**src/wbps_pkg.sv**
```systemverilog
package wbps_pkg;

    localparam int PAT_BYTES = 16;  // pattern storage, fixed by the two 64-bit registers
    localparam int PLEN_W    = 5;
    localparam int CNT_W     = 32;
    localparam int CFG_W     = 64;
    localparam int CIDX_W    = 2;
    localparam int M_DATA_W  = 40;  // 34 bits of fields, padded to bytes

    typedef enum logic [CIDX_W-1:0] {
        REG_PAT_LOW  = 2'd0,
        REG_PAT_HIGH = 2'd1,
        REG_CARE     = 2'd2,
        REG_LEN      = 2'd3
    } cfg_reg_t;

    typedef struct packed {
        logic [PAT_BYTES-1:0][7:0] pattern;
        logic [PAT_BYTES-1:0]      care;
        logic [PLEN_W-1:0]         len;   // already clipped to the window depth
        logic                      bad;
    } cfg_t;

    typedef struct packed {
        logic             emit;
        logic             found;
        logic [CNT_W-1:0] offset;
        logic             bad;
    } res_t;

endpackage

```
**src/wbps_cfg.sv**
```systemverilog
module wbps_cfg #(
    parameter int MAX_PATTERN_BYTES = 16
) (
    input  logic                        aclk,
    input  logic                        aresetn,
    input  logic                        cfg_we,
    input  logic [wbps_pkg::CIDX_W-1:0] cfg_index,
    input  logic [wbps_pkg::CFG_W-1:0]  cfg_wdata,
    output wbps_pkg::cfg_t              cfg
);
    import wbps_pkg::*;

    logic [CFG_W-1:0]     pat_low_reg;
    logic [CFG_W-1:0]     pat_high_reg;
    logic [PAT_BYTES-1:0] care_reg;
    logic [PLEN_W-1:0]    plen_reg;
    logic [PLEN_W-1:0]    len_used;

    always_ff @(posedge aclk) begin
        if (!aresetn) begin
            pat_low_reg  <= '0;
            pat_high_reg <= '0;
            care_reg     <= PAT_BYTES'(1);
            plen_reg     <= PLEN_W'(1);
        end else if (cfg_we) begin
            unique case (cfg_reg_t'(cfg_index))
                REG_PAT_LOW:  pat_low_reg  <= cfg_wdata;
                REG_PAT_HIGH: pat_high_reg <= cfg_wdata;
                REG_CARE:     care_reg     <= cfg_wdata[PAT_BYTES-1:0];
                REG_LEN:      plen_reg     <= cfg_wdata[PLEN_W-1:0];
            endcase
        end
    end

    // lengths beyond the window saturate
    assign len_used = (plen_reg > PLEN_W'(MAX_PATTERN_BYTES)) ?
                      PLEN_W'(MAX_PATTERN_BYTES) : plen_reg;

    assign cfg.pattern = {pat_high_reg, pat_low_reg};
    assign cfg.care    = care_reg;
    assign cfg.len     = len_used;
    assign cfg.bad     = (len_used == '0) || !care_reg[0];

endmodule

```
**src/wbps_match.sv**
```systemverilog
module wbps_match #(
    parameter int MAX_PATTERN_BYTES = 16
) (
    input  logic [MAX_PATTERN_BYTES-1:0][7:0] window,
    input  wbps_pkg::cfg_t                    cfg,
    output logic                              hit
);
    import wbps_pkg::*;

    localparam int IDX_W = (MAX_PATTERN_BYTES > 1) ? $clog2(MAX_PATTERN_BYTES) : 1;

    // pattern byte j lines up with window entry len-1-j (window is newest first)
    always_comb begin
        logic [PLEN_W-1:0] idx;
        logic              active;
        hit = 1'b1;
        for (int j = 0; j < MAX_PATTERN_BYTES; j++) begin
            idx    = cfg.len - PLEN_W'(1) - PLEN_W'(j);
            active = PLEN_W'(j) < cfg.len;
            if (active && cfg.care[j] && (window[idx[IDX_W-1:0]] != cfg.pattern[j])) begin
                hit = 1'b0;
            end
        end
    end

endmodule

```
**src/wbps_track.sv**
```systemverilog
module wbps_track #(
    parameter int MAX_PATTERN_BYTES = 16
) (
    input  logic                              aclk,
    input  logic                              aresetn,
    input  logic                              step,
    input  logic [7:0]                        data_byte,
    input  logic                              last_byte,
    input  wbps_pkg::cfg_t                    cfg,
    input  logic                              win_hit,
    output logic [MAX_PATTERN_BYTES-1:0][7:0] win_next,
    output wbps_pkg::res_t                    res
);
    import wbps_pkg::*;

    logic [MAX_PATTERN_BYTES-1:0][7:0] win_reg;
    logic [CNT_W-1:0]                  seen_reg;
    logic [CNT_W-1:0]                  seen_next;
    logic                              reported_reg;
    logic                              counted;
    logic                              fire;

    always_comb begin
        win_next[0] = data_byte;
        for (int k = 1; k < MAX_PATTERN_BYTES; k++) begin
            win_next[k] = win_reg[k-1];
        end
    end

    // count saturates; no match is tested once it is stuck
    assign counted   = (seen_reg != '1);
    assign seen_next = counted ? seen_reg + CNT_W'(1) : seen_reg;

    assign fire = !reported_reg && counted && !cfg.bad &&
                  (seen_next >= CNT_W'(cfg.len)) && win_hit;

    assign res.emit   = fire || (last_byte && !reported_reg);
    assign res.found  = fire;
    assign res.offset = fire ? seen_next - CNT_W'(cfg.len) : '0;
    assign res.bad    = !fire && cfg.bad;

    always_ff @(posedge aclk) begin
        if (!aresetn) begin
            win_reg      <= '0;
            seen_reg     <= '0;
            reported_reg <= 1'b0;
        end else if (step) begin
            if (last_byte) begin
                win_reg      <= '0;
                seen_reg     <= '0;
                reported_reg <= 1'b0;
            end else begin
                win_reg      <= win_next;
                seen_reg     <= seen_next;
                reported_reg <= reported_reg || fire;
            end
        end
    end

endmodule

```
**src/wildcard_byte_pattern_scan.sv**
```systemverilog
// channel   dir  ports                    payload
// s_        in   tvalid tready tdata tlast  data_byte, last_byte
// m_        out  tvalid tready tdata        match_found, match_offset, bad_pattern
// cfg_      in   we index wdata             pattern low/high, care mask, length
//
// One item per cycle while m_tready keeps the result register free: an input
// register, the masked window compare and the count update in one step, then a
// result register.
// A stalled result holds the pipe; the input register still takes one item.
// aresetn is synchronous and clears window, count and configuration.
module wildcard_byte_pattern_scan #(
    parameter int MAX_PATTERN_BYTES = 16
) (
    input  logic                          aclk,
    input  logic                          aresetn,
    input  logic                          s_tvalid,
    output logic                          s_tready,
    input  logic [7:0]                    s_tdata,   // [7:0] data_byte
    input  logic                          s_tlast,   // last_byte
    output logic                          m_tvalid,
    input  logic                          m_tready,
    // [0] match_found, [32:1] match_offset, [33] bad_pattern, [39:34] zero
    output logic [wbps_pkg::M_DATA_W-1:0] m_tdata,
    input  logic                          cfg_we,
    input  logic [wbps_pkg::CIDX_W-1:0]   cfg_index,
    input  logic [wbps_pkg::CFG_W-1:0]    cfg_wdata
);
    import wbps_pkg::*;

    cfg_t                              cfg;
    res_t                              res;
    logic [MAX_PATTERN_BYTES-1:0][7:0] win_next;
    logic                              win_hit;

    logic             in_valid_reg;
    logic [7:0]       in_byte_reg;
    logic             in_last_reg;
    logic             out_valid_reg;
    logic             out_found_reg;
    logic [CNT_W-1:0] out_offset_reg;
    logic             out_bad_reg;
    logic             out_free;
    logic             step;
    logic             emit;

    wbps_cfg #(.MAX_PATTERN_BYTES(MAX_PATTERN_BYTES)) u_cfg (
        .aclk      (aclk),
        .aresetn   (aresetn),
        .cfg_we    (cfg_we),
        .cfg_index (cfg_index),
        .cfg_wdata (cfg_wdata),
        .cfg       (cfg)
    );

    wbps_track #(.MAX_PATTERN_BYTES(MAX_PATTERN_BYTES)) u_track (
        .aclk      (aclk),
        .aresetn   (aresetn),
        .step      (step),
        .data_byte (in_byte_reg),
        .last_byte (in_last_reg),
        .cfg       (cfg),
        .win_hit   (win_hit),
        .win_next  (win_next),
        .res       (res)
    );

    wbps_match #(.MAX_PATTERN_BYTES(MAX_PATTERN_BYTES)) u_match (
        .window (win_next),
        .cfg    (cfg),
        .hit    (win_hit)
    );

    assign out_free = !out_valid_reg || m_tready;
    assign step     = in_valid_reg && out_free;
    assign emit     = step && res.emit;
    assign s_tready = !in_valid_reg || step;

    always_ff @(posedge aclk) begin
        if (!aresetn) begin
            in_valid_reg <= 1'b0;
        end else if (s_tready) begin
            in_valid_reg <= s_tvalid;
        end
    end

    always_ff @(posedge aclk) begin
        if (s_tvalid && s_tready) begin
            in_byte_reg <= s_tdata;
            in_last_reg <= s_tlast;
        end
    end

    always_ff @(posedge aclk) begin
        if (!aresetn) begin
            out_valid_reg <= 1'b0;
        end else if (emit) begin
            out_valid_reg <= 1'b1;
        end else if (m_tready) begin
            out_valid_reg <= 1'b0;
        end
    end

    always_ff @(posedge aclk) begin
        if (emit) begin
            out_found_reg  <= res.found;
            out_offset_reg <= res.offset;
            out_bad_reg    <= res.bad;
        end
    end

    assign m_tvalid = out_valid_reg;
    assign m_tdata  = {{(M_DATA_W - CNT_W - 2){1'b0}}, out_bad_reg, out_offset_reg,
                       out_found_reg};

endmodule

```
**config.mk**
```make
export PLATFORM = sky130hd
export DESIGN_NAME = wildcard_byte_pattern_scan
export DESIGN_NICKNAME = d
export VERILOG_FILES = /design/src/wbps_pkg.sv /design/src/wbps_cfg.sv /design/src/wbps_match.sv /design/src/wbps_track.sv /design/src/wildcard_byte_pattern_scan.sv
export SDC_FILE = /design/constraint.sdc
export NUM_CORES = 1
export LEC_CHECK = 0
export BUFFER_PORTS_ARGS = -buffer_cell sky130_fd_sc_hd__buf_2
export CAP_MARGIN = 15
export CORE_MARGIN = 4
export CORE_UTILIZATION = 50
export DETAILED_ROUTE_END_ITERATION = 10
export PLACE_DENSITY = 0.67
export SLEW_MARGIN = 30
export SYNTH_ARGS = -nofsm -noshare
export SYNTH_HDL_FRONTEND = slang
export SYNTH_HIERARCHICAL = 1
export SYNTH_SLANG_ARGS = --single-unit
```
**constraint.sdc**
```tcl
create_clock -name aclk -period 13.35 [get_ports aclk]
set_clock_uncertainty 0.1 [all_clocks]
set_input_delay 2.67 -clock aclk [delete_from_list [all_inputs] [get_ports aclk]]
set_output_delay 2.67 -clock aclk [all_outputs]
set_load 0.02 [all_outputs]
```
=== After elaboration in Yosys (flattened, before gate mapping) ===
Cells that the tools add are included.

* Add/sub/neg operators: 18
* Magnitude comparators: 34
* Eq/ne operators: 20
* Muxes and demuxes: 55
* Reduce and logical (&&, ||, !) cells: 59

{| class="wikitable"
|+ Operator list
! cell !! number
|-
| binary-select mux 8 bit (select 4 bit) || 16
|-
| two-way mux 8 bit || 16
|-
| != test 8 bit || 16
|-
| two-way mux 120 bit || 1
|-
| less-than comparator 4 x 5 -> 1 bit, second input constant || 16
|-
| two-way mux 32 bit || 2
|-
| logical AND 1 bit || 41
|-
| less-than comparator 4 x 5 -> 1 bit, first input constant || 8
|-
| adder 32 x 1 -> 32 bit, second input constant || 1
|-
| greater-or-equal comparator 32 x 5 -> 1 bit || 1
|-
| != test 32 bit, second input constant || 1
|-
| subtractor 32 x 5 -> 32 bit || 1
|-
| subtractor 4 bit, second input constant || 8
|-
| less-than comparator 3 x 5 -> 1 bit, first input constant || 4
|-
| two-way mux 1 bit || 19
|-
| subtractor 4 x 3 -> 4 bit, second input constant || 4
|-
| less-than comparator 1 x 5 -> 1 bit, first input constant || 2
|-
| less-than comparator 2 x 5 -> 1 bit, first input constant || 2
|-
| AND reduction 2 bit || 4
|-
| subtractor 4 x 1 -> 4 bit, second input constant || 2
|-
| subtractor 4 x 2 -> 4 bit, second input constant || 2
|-
| zero test 1 bit || 6
|-
| > comparator 5 bit, second input constant || 1
|-
| zero test 5 bit || 1
|-
| other kinds (6) || 11
|}

* Register bits: 347
* Output and inout port bits: 42
* Logic and storage cells: 214

=== Longest topological paths before layout ===
Gate-level depths: netlist (run 1).

* Depth in word-level cells: 27
* Gate-level depth with buffers: 29
* Mapped depth without buffers: 21

=== Hierarchy ===
The synthesis (run 1) kept the hierarchy.

{| class="wikitable"
|+ Modules (own cells, without submodules)
! module !! instances !! cells each !! area each (um2)
|-
| wbps_track || 1 || 1142 || 8629.5
|-
| wbps_match || 1 || 992 || 8589.5
|-
| wbps_cfg || 1 || 563 || 5770.5
|-
| wildcard_byte_pattern_scan || 1 || 65 || 1467.7
|}

=== Worst setup path before layout (run 1) ===
Ideal clock, no wire load.

* Path type: reg2reg
* From: register u_cfg.plen_reg[4]
* To: register out_bad_reg, enable pin
* Setup time: 0.425 ns
* Arrival time: 7.525 ns
* Slack: 5.300 ns
* Stages on the path, launching flop included: 29
* Buffers on the path: 7
* Clock period less this slack: 8.050 ns
* Cell sequence: dfxtp_1 -> nor2b_1 -> inv_1 -> buf_1 -> clkbuf_1 -> ha_1 -> xnor2_4 -> inv_4 -> buf_1 -> buf_2 -> ha_1 -> or3_1 -> a21oi_1 -> xnor2_2 -> buf_2 -> mux2i_1 -> xnor2_1 -> nand4_1 -> o311ai_1 -> nand3_1 -> nor4_1 -> and4_1 -> nand2b_1 -> or3_1 -> buf_1 -> clkbuf_1 -> o22ai_2 -> nand2_1 -> nor2_1

{| class="wikitable"
|+ RTL lines
! element !! line !! text
|-
| start, declared || wbps_cfg.sv:16 || <nowiki>logic [PLEN_W-1:0] plen_reg;</nowiki>
|-
| start signal, assigned || wbps_cfg.sv:30 || <nowiki>REG_LEN: plen_reg <= cfg_wdata[PLEN_W-1:0];</nowiki>
|-
| end signal, assigned || wildcard_byte_pattern_scan.sv:107 || <nowiki>out_bad_reg <= res.bad;</nowiki>
|-
| end, declared || wildcard_byte_pattern_scan.sv:41 || <nowiki>logic out_bad_reg;</nowiki>
|}

==> metrics, run 1 <==
number of antenna repair diodes=0; count of input and output buffers=about 120; run status=finished, final reports clean; placed cell count=roughly 3300; maximum count of clock buffers along a single path=3; worst hold margin=0.372 ns; number of vias per cell after detailed routing=slightly above 6; sequential-to-total area share from yosys stat=a little under a third; number of clock sinks seen by CTS=347; clock root buffer=clkbuf_16; net count of the finished layout=about 2800; standard cell area after detailed placement=24800 um2; max-cap violation count=0; overall power after layout=between 2 and 3 mW; Pleak=11.0 nW; post-route setup TNS=0 ns; final number of setup-violating endpoints=0; worst-case vdd ir drop=0.0000943 V; vias after detailed routing=20678; utilization of the core after routing=a little over half; synthesized area per cell=8.85 um2; Detailed Route WL=roughly 79000 um; most frequently used flop master after synthesis=dfxtp_1; critical path data required time=between 10 and 15 ns; Slew Limit Fails=0; kind of start point of the critical path=flip-flop; netlist area before placement=between 20000 and 25000 um2; final cell count without fillers=3373; leading cell types in the layout, fill and taps excluded=nand2_1 (429), mux2i_1 (415), dfxtp_1 (304), o22ai_1 (151), and2_1 (137); first-pass detailed-route iteration total=8; Final GP Congestion=1.03; synthesized flop and latch total=roughly 350; half-perimeter wire length after placement=a little under 60000 um; type of the worst min-delay path=flip-flop to flip-flop; Vert. Die Dim=229 um; Worst Path Arrival=8.50 ns; vias in the first global route=between 15000 and 20000; # fillers=4359; Max H-tree Level=2; final clock period utilization by the worst path=between 60% and 70%; leading cell type in the layout, fill and taps excluded=nand2_1; area added between synthesis and finish=7.39%; Std-Cell Core Area=just under 50000 um2; number of flip-flops under the largest register name=120; endpoint class of the critical path=flip-flop; setup repair after global routing missed its margin=false; clock slew seen by the registers of the worst setup and hold paths=around 0.060 ns; pwr/cell area=between 100 and 150 nW/um2; post-route design area=between 20000 and 30000 um2; maximum achievable frequency=around 0.12 GHz; Avg WL per Cell=about 23 um; count of hold-fix buffers inserted at cts=0; Iteration-0 DRC Markers=between 2000 and 2500; worst-case headroom to the max-slew limit=a little over a quarter; total number of placement rows=80; starting density of the core=approximately half; Least-Margin Pin Slew=between 1 and 1.5 ns; Die Outline Area=52500 um2; PnR worst setup slack=between 4 and 5 ns; Skew-Pair Late Insertion Delay=0.57 ns; clock buffer count from CTS=40; number of gates resized after CTS=0; global-route wire length before repair=between 100000 and 150000 um; Overall Global Routing Usage=28.7%; share of post-route cells with drive strength above 1=around 14%; final hold violation count=0; gate count of the mapped netlist=2762; DRC violations left=0; maximum number of pins on one net before global-route repair=~100; maximum fanout encountered on the critical timing path=53; number of flops mapped to enable cells by yosys=43; Syn. warnings=6; antenna violations before repair=0; gr ovfl total=0; count of buffers added by post-CTS timing repair for setup=0; time the worst path needs with I/O delays and setup=8.42 ns; number of placed I/O pins=around 120; pre-CTS setup slack=a little over 5 ns; TritonCTS clock tree=done; number of distinct standard cells referenced by the synthesized netlist=100; remaining number of nets flagged by the antenna check after routing=0; start-to-end type of the worst setup path=flip-flop to flip-flop; proportion of synthesized flip-flops having asynchronous set or reset=0%; x dimension of the die=roughly 230 um
-- power by group --
| group | total, mW | internal (mW) | switching [mW] |
|---|---|---|---|
| sequential | 1.11 | 1.08 | 0.0236 |
| clock | 1.20 | 0.740 | 0.463 |
| combinational | 0.633 | 0.244 | 0.389 |
-- critical path, stage by stage (launching register included) --
cell,delay [ns]
dfxtp_1,0.31
buf_4,0.20
nor2b_4,0.11
buf_4,0.35
clkinv_1,0.11
buf_4,0.34
ha_4,0.86
inv_2,0.37
ha_1,0.42
or4_1,0.42
a21oi_1,0.21
o21a_1,0.24
or2_1,0.65
mux2i_1,0.46
xor2_1,0.18
nand4_1,0.21
o211ai_1,0.27
and4bb_1,0.29
and4_1,0.23
nand2b_1,0.07
or3_1,0.30
buf_4,0.24
o22ai_2,0.12
nand2_1,0.13
nor2_4,0.70
-- area by class of cell --
| class | count | area (um2) | area share, % |
|---|---|---|---|
| Timing Repair Buffer | 150 | 856 | 3.26 |
| Inverter | 139 | 524 | 2.00 |
| Multi-Input combinational cell | 2050 | 15300 | 58.3 |
| Sequential cell | 347 | 7380 | 28.1 |
| Clock buffer | 51 | 1130 | 4.32 |
| Tap cell | 615 | 769 | 2.93 |
| Clock inverter | 21 | 302 | 1.15 |
-- synth_stat cells, drive strengths merged, types with 7 or more instances --
cell | count | area share (%)
edfxtp | 43 | 5.3
a221o | 12 | 0.49
nor2 | 70 | 1.1
o22ai | 152 | 3.9
nor2b | 54 | 1.4
or2 | 9 | 0.23
nand2b | 12 | 0.34
nand2 | 430 | 6.6
inv | 139 | 2.1
clkbuf | 109 | 1.7
mux4 | 46 | 4.2
buf | 122 | 3.8
o21a | 7 | 0.21
a21boi | 8 | 0.25
mux2 | 70 | 3.2
o221ai | 7 | 0.25
a21o | 8 | 0.25
nand3 | 25 | 0.51
xnor2 | 96 | 3.8
and4 | 12 | 0.43
o31ai | 8 | 0.27
a22oi | 44 | 1.4
o21ai | 42 | 0.89
nand4 | 31 | 0.82
nor3 | 37 | 0.76
a211oi | 25 | 0.79
o211ai | 7 | 0.21
a21oi | 56 | 1.2
and3 | 8 | 0.20
mux2i | 415 | 17
nor4 | 37 | 1.0
dfxtp | 304 | 25
ha | 13 | 0.67
xor2 | 82 | 3.1
and2 | 141 | 3.6
-- final timing paths --
check | from | end | slack (ns) | cells after the start
worst max-delay path | u_cfg/plen_reg[4] | out_offset_reg[9] | 4.93 | 24
worst min register to register | u_cfg/care_reg[8] | u_cfg/care_reg[8] | 0.37 | 2
worst max register to register | u_cfg/plen_reg[4] | out_offset_reg[9] | 4.93 | 24
worst min-delay path | u_cfg/care_reg[8] | u_cfg/care_reg[8] | 0.37 | 2
-- layer usage --
layer | global-route usage (%) | up-vias | share of wire [%]
met1 | 39.6 | 9968 | 44
met2 | 43.9 | 816 | 43
li1 | - | 9707 | -
met5 | 0 | - | 0
met4 | 13.2 | 0 | 5.2
met3 | 5.14 | 187 | 7.6
-- cell families (layout without fill, tap and decap cells) --
logic type / Yosys count / count (layout) / share of synthesized area (%)
adders and majority gates: 14 / 14 / 0.747
DFF: 347 / 347 / 30.2
muxes: 531 / 531 / 24.4
xor gates and xnor gates: 178 / 178 / 6.91
buffers and inverters: 370 / 361 / 7.65
and+or+nand+nor: 894 / 894 / 18.0
other: 1 / 6 / 0.0153
AOI/OAI and AO/OA: 427 / 427 / 12.0
Power figures use the tool's default switching activity.
==> inputs of run 2 (changes only) <==
--- a/config.mk
+++ b/config.mk
@@ -10,7 +10,7 @@
 export CORE_MARGIN = 4
 export CORE_UTILIZATION = 50
 export DETAILED_ROUTE_END_ITERATION = 10
-export PLACE_DENSITY = 0.67
+export PLACE_DENSITY = 0.7
 export SLEW_MARGIN = 30
 export SYNTH_ARGS = -nofsm -noshare
 export SYNTH_HDL_FRONTEND = slang
==> constraint.sdc (replaced) <==
create_clock -name aclk -period 7.2 [get_ports aclk]
set_clock_uncertainty 0.1 [all_clocks]
set_input_delay 1.44 -clock aclk [delete_from_list [all_inputs] [get_ports aclk]]
set_output_delay 1.44 -clock aclk [all_outputs]
set_load 0.02 [all_outputs]
==> run 2 against run 1 <==
Against the previous run:
- clock-buffer cell count rose by 7
- critical path type unchanged
- largest cell class unchanged
- critical endpoint is now out_offset_reg[23]
- utilization fell by 0.19 points
- die area did not move
- clock power rose by 61%
- setup slack got worse by 4.1 ns
- total power rose by 75%
==> metrics, run 2 (synthesized netlist as in run 1, its figures left out) <==
run status=finished, final reports clean; clock slew seen by the registers of the worst setup and hold paths=~0.06 ns; maximum fanout encountered on the critical timing path=34; Overall Global Routing Usage=28.1%; Die Outline Area=~53000 um2; leading cell types in the layout, fill and taps excluded=nand2_1 (430), mux2i_1 (415), dfxtp_1 (304), o22ai_1 (151), and2_1 (137); number of gates resized after CTS=0; kind of start point of the critical path=flip-flop; leading cell type in the layout, fill and taps excluded=nand2_1; setup repair after global routing missed its margin=false; total number of placement rows=80; # fillers=4317; sequential cell fraction of total power=between 30% and 40%; pwr/cell area=a little under 200 nW/um2; Skew-Pair Late Insertion Delay=a little under 0.6 ns; Final GP Congestion=~1.1; post-route setup TNS=0 ns; number of antenna repair diodes=0; Iteration-0 DRC Markers=about 2000; number of flip-flops under the largest register name=120; vias in the first global route=19460; global-route wire length before repair=about 120000 um; type of the worst min-delay path=flip-flop to flip-flop; peak per-stage delay on the critical path=approximately 0.7 ns; worst hold margin=0.371 ns; Net Sw Power=about 1.6 mW; gr ovfl total=0; maximum count of clock buffers along a single path=3; max-cap violation count=0; CP cell instances=buf_4 > nor2b_2 > buf_4 > or3_4 > xor2_4 > buf_4 > mux2i_1 > mux2i_1 > xor2_1 > nand3_1 > nor4_1 > a31oi_1 > and4bb_1 > and4_1 > nand2b_1 > or3_1 > o22ai_2 > nand2_1 > nor2_4 > buf_12; Avg WL per Cell=around 23 um; switching fraction of total power=approximately 31%; most frequent CP cell=buf_4; final hold violation count=0; Detailed Route WL=76900 um; Least-Margin Pin Slew=0.947 ns; dominant delay contributor by cell family on the critical path=simple AND/OR/NAND/NOR gates; clock root buffer=clkbuf_16; worst-case headroom to the max-slew limit=~37%; share of post-route cells with drive strength above 1=between 10 and 15%; final number of setup-violating endpoints=0; net count of the finished layout=about 2800; standard cell area after detailed placement=roughly 25000 um2; endpoint class of the critical path=flip-flop; Max H-tree Level=2; clock share of power=between 30% and 40%; maximum achievable frequency=~0.16 GHz; x dimension of the die=229 um; Pleak=between 10 and 15 nW; vias after detailed routing=about 20000; Slowest cell on crit path=xor2_4; count of buffers added by post-CTS timing repair for setup=0; critical path data required time=~7.4 ns; starting density of the core=between 50 and 60%; clock buffer count from CTS=39; worst-case vdd ir drop=between 0.00015 and 0.0002 V; maximum number of pins on one net before global-route repair=186; antenna violations before repair=0; first-pass detailed-route iteration total=6; DRC violations left=0; Std-Cell Core Area=between 40000 and 50000 um2; Worst Path Arrival=6.55 ns; Slew Limit Fails=0; combinational cell fraction of total power=22.8%; half-perimeter wire length after placement=between 50000 and 60000 um; final clock period utilization by the worst path=slightly below 90%; time the worst path needs with I/O delays and setup=6.38 ns; start-to-end type of the worst setup path=flip-flop to flip-flop; count of input and output buffers=about 120; post-route design area=about 26000 um2; pre-CTS setup slack=0.914 ns; Vert. Die Dim=229 um; TritonCTS clock tree=done; PnR worst setup slack=0.818 ns; number of clock sinks seen by CTS=~350; Buf/Inv on CP=4; count of hold-fix buffers inserted at cts=0; number of vias per cell after detailed routing=6.08; utilization of the core after routing=54.5%; number of placed I/O pins=122; remaining number of nets flagged by the antenna check after routing=0; Internal Pwr Total=roughly 3.6 mW; area added between synthesis and finish=7.02%
[run 2: worst paths after layout]
| kind | to | slack, ns | start | depth (start not counted) |
|---|---|---|---|---|
| setup / recovery | out_offset_reg[23] | 0.82 | u_cfg/plen_reg[4] | 20 |
| hold / removal | u_cfg/pat_low_reg[60] | 0.37 | u_cfg/pat_low_reg[60] | 2 |
| setup reg to reg | out_offset_reg[23] | 0.82 | u_cfg/plen_reg[4] | 20 |
| hold reg to reg | u_cfg/pat_low_reg[60] | 0.37 | u_cfg/pat_low_reg[60] | 2 |
[run 2: power by group through the flow]
stage	Sequential [mW]	Combinational [mW]	Clock, mW
2_1_floorplan	2.09	0.883	0
3_3_place_gp	2.09	1.13	0
3_5_place_dp	2.09	1.15	0
4_1_cts	2.05	1.16	1.97
5_1_grt	2.06	1.25	2.05
6_report	2.05	1.18	1.93
[run 2: through the flow]
stage | std cells | total power, mW
finish | 3379 | 5.17
global route | 3379 | 5.36
CTS | 3379 | 5.18
detailed placement | 3309 | 3.25
global placement | 3308 | 3.23
floorplan | 2767 | 2.97
[run 2: cell type report]
type,count,area (um2),share of cell area (%)
Clock buffer,58,1150,4.39
Clock inverter,12,78.8,0.301
Inverter,139,524,2.00
Multi-Input combinational cell,2050,15300,58.4
Sequential cell,347,7380,28.2
Tap cell,615,769,2.94
Timing Repair Buffer,158,978,3.74
[run 2: worst register-to-register path: stages, from the launching register on]
cell and delay [ns]:
dfxtp_1 0.46, buf_4 0.25, nor2b_2 0.10, buf_4 0.26, or3_4 0.47, xor2_4 0.70, buf_4 0.43, mux2i_1 0.40
mux2i_1 0.22, xor2_1 0.19, nand3_1 0.09, nor4_1 0.43, a31oi_1 0.25, and4bb_1 0.42, and4_1 0.29, nand2b_1 0.08
or3_1 0.35, o22ai_2 0.11, nand2_1 0.13, nor2_4 0.14, buf_12 0.21
[run 2: per-layer routing]
metal | up-vias | routed length [um] | global-route usage [%] | share of wire [%]
met3 | 166 | 6140 | 5.80 | 8.0
met2 | 764 | 34300 | 44.1 | 45
met4 | 0 | 3460 | 11.7 | 4.5
li1 | 9725 | - | - | -
met5 | - | 0 | 0 | 0
met1 | 9875 | 33000 | 38.0 | 43
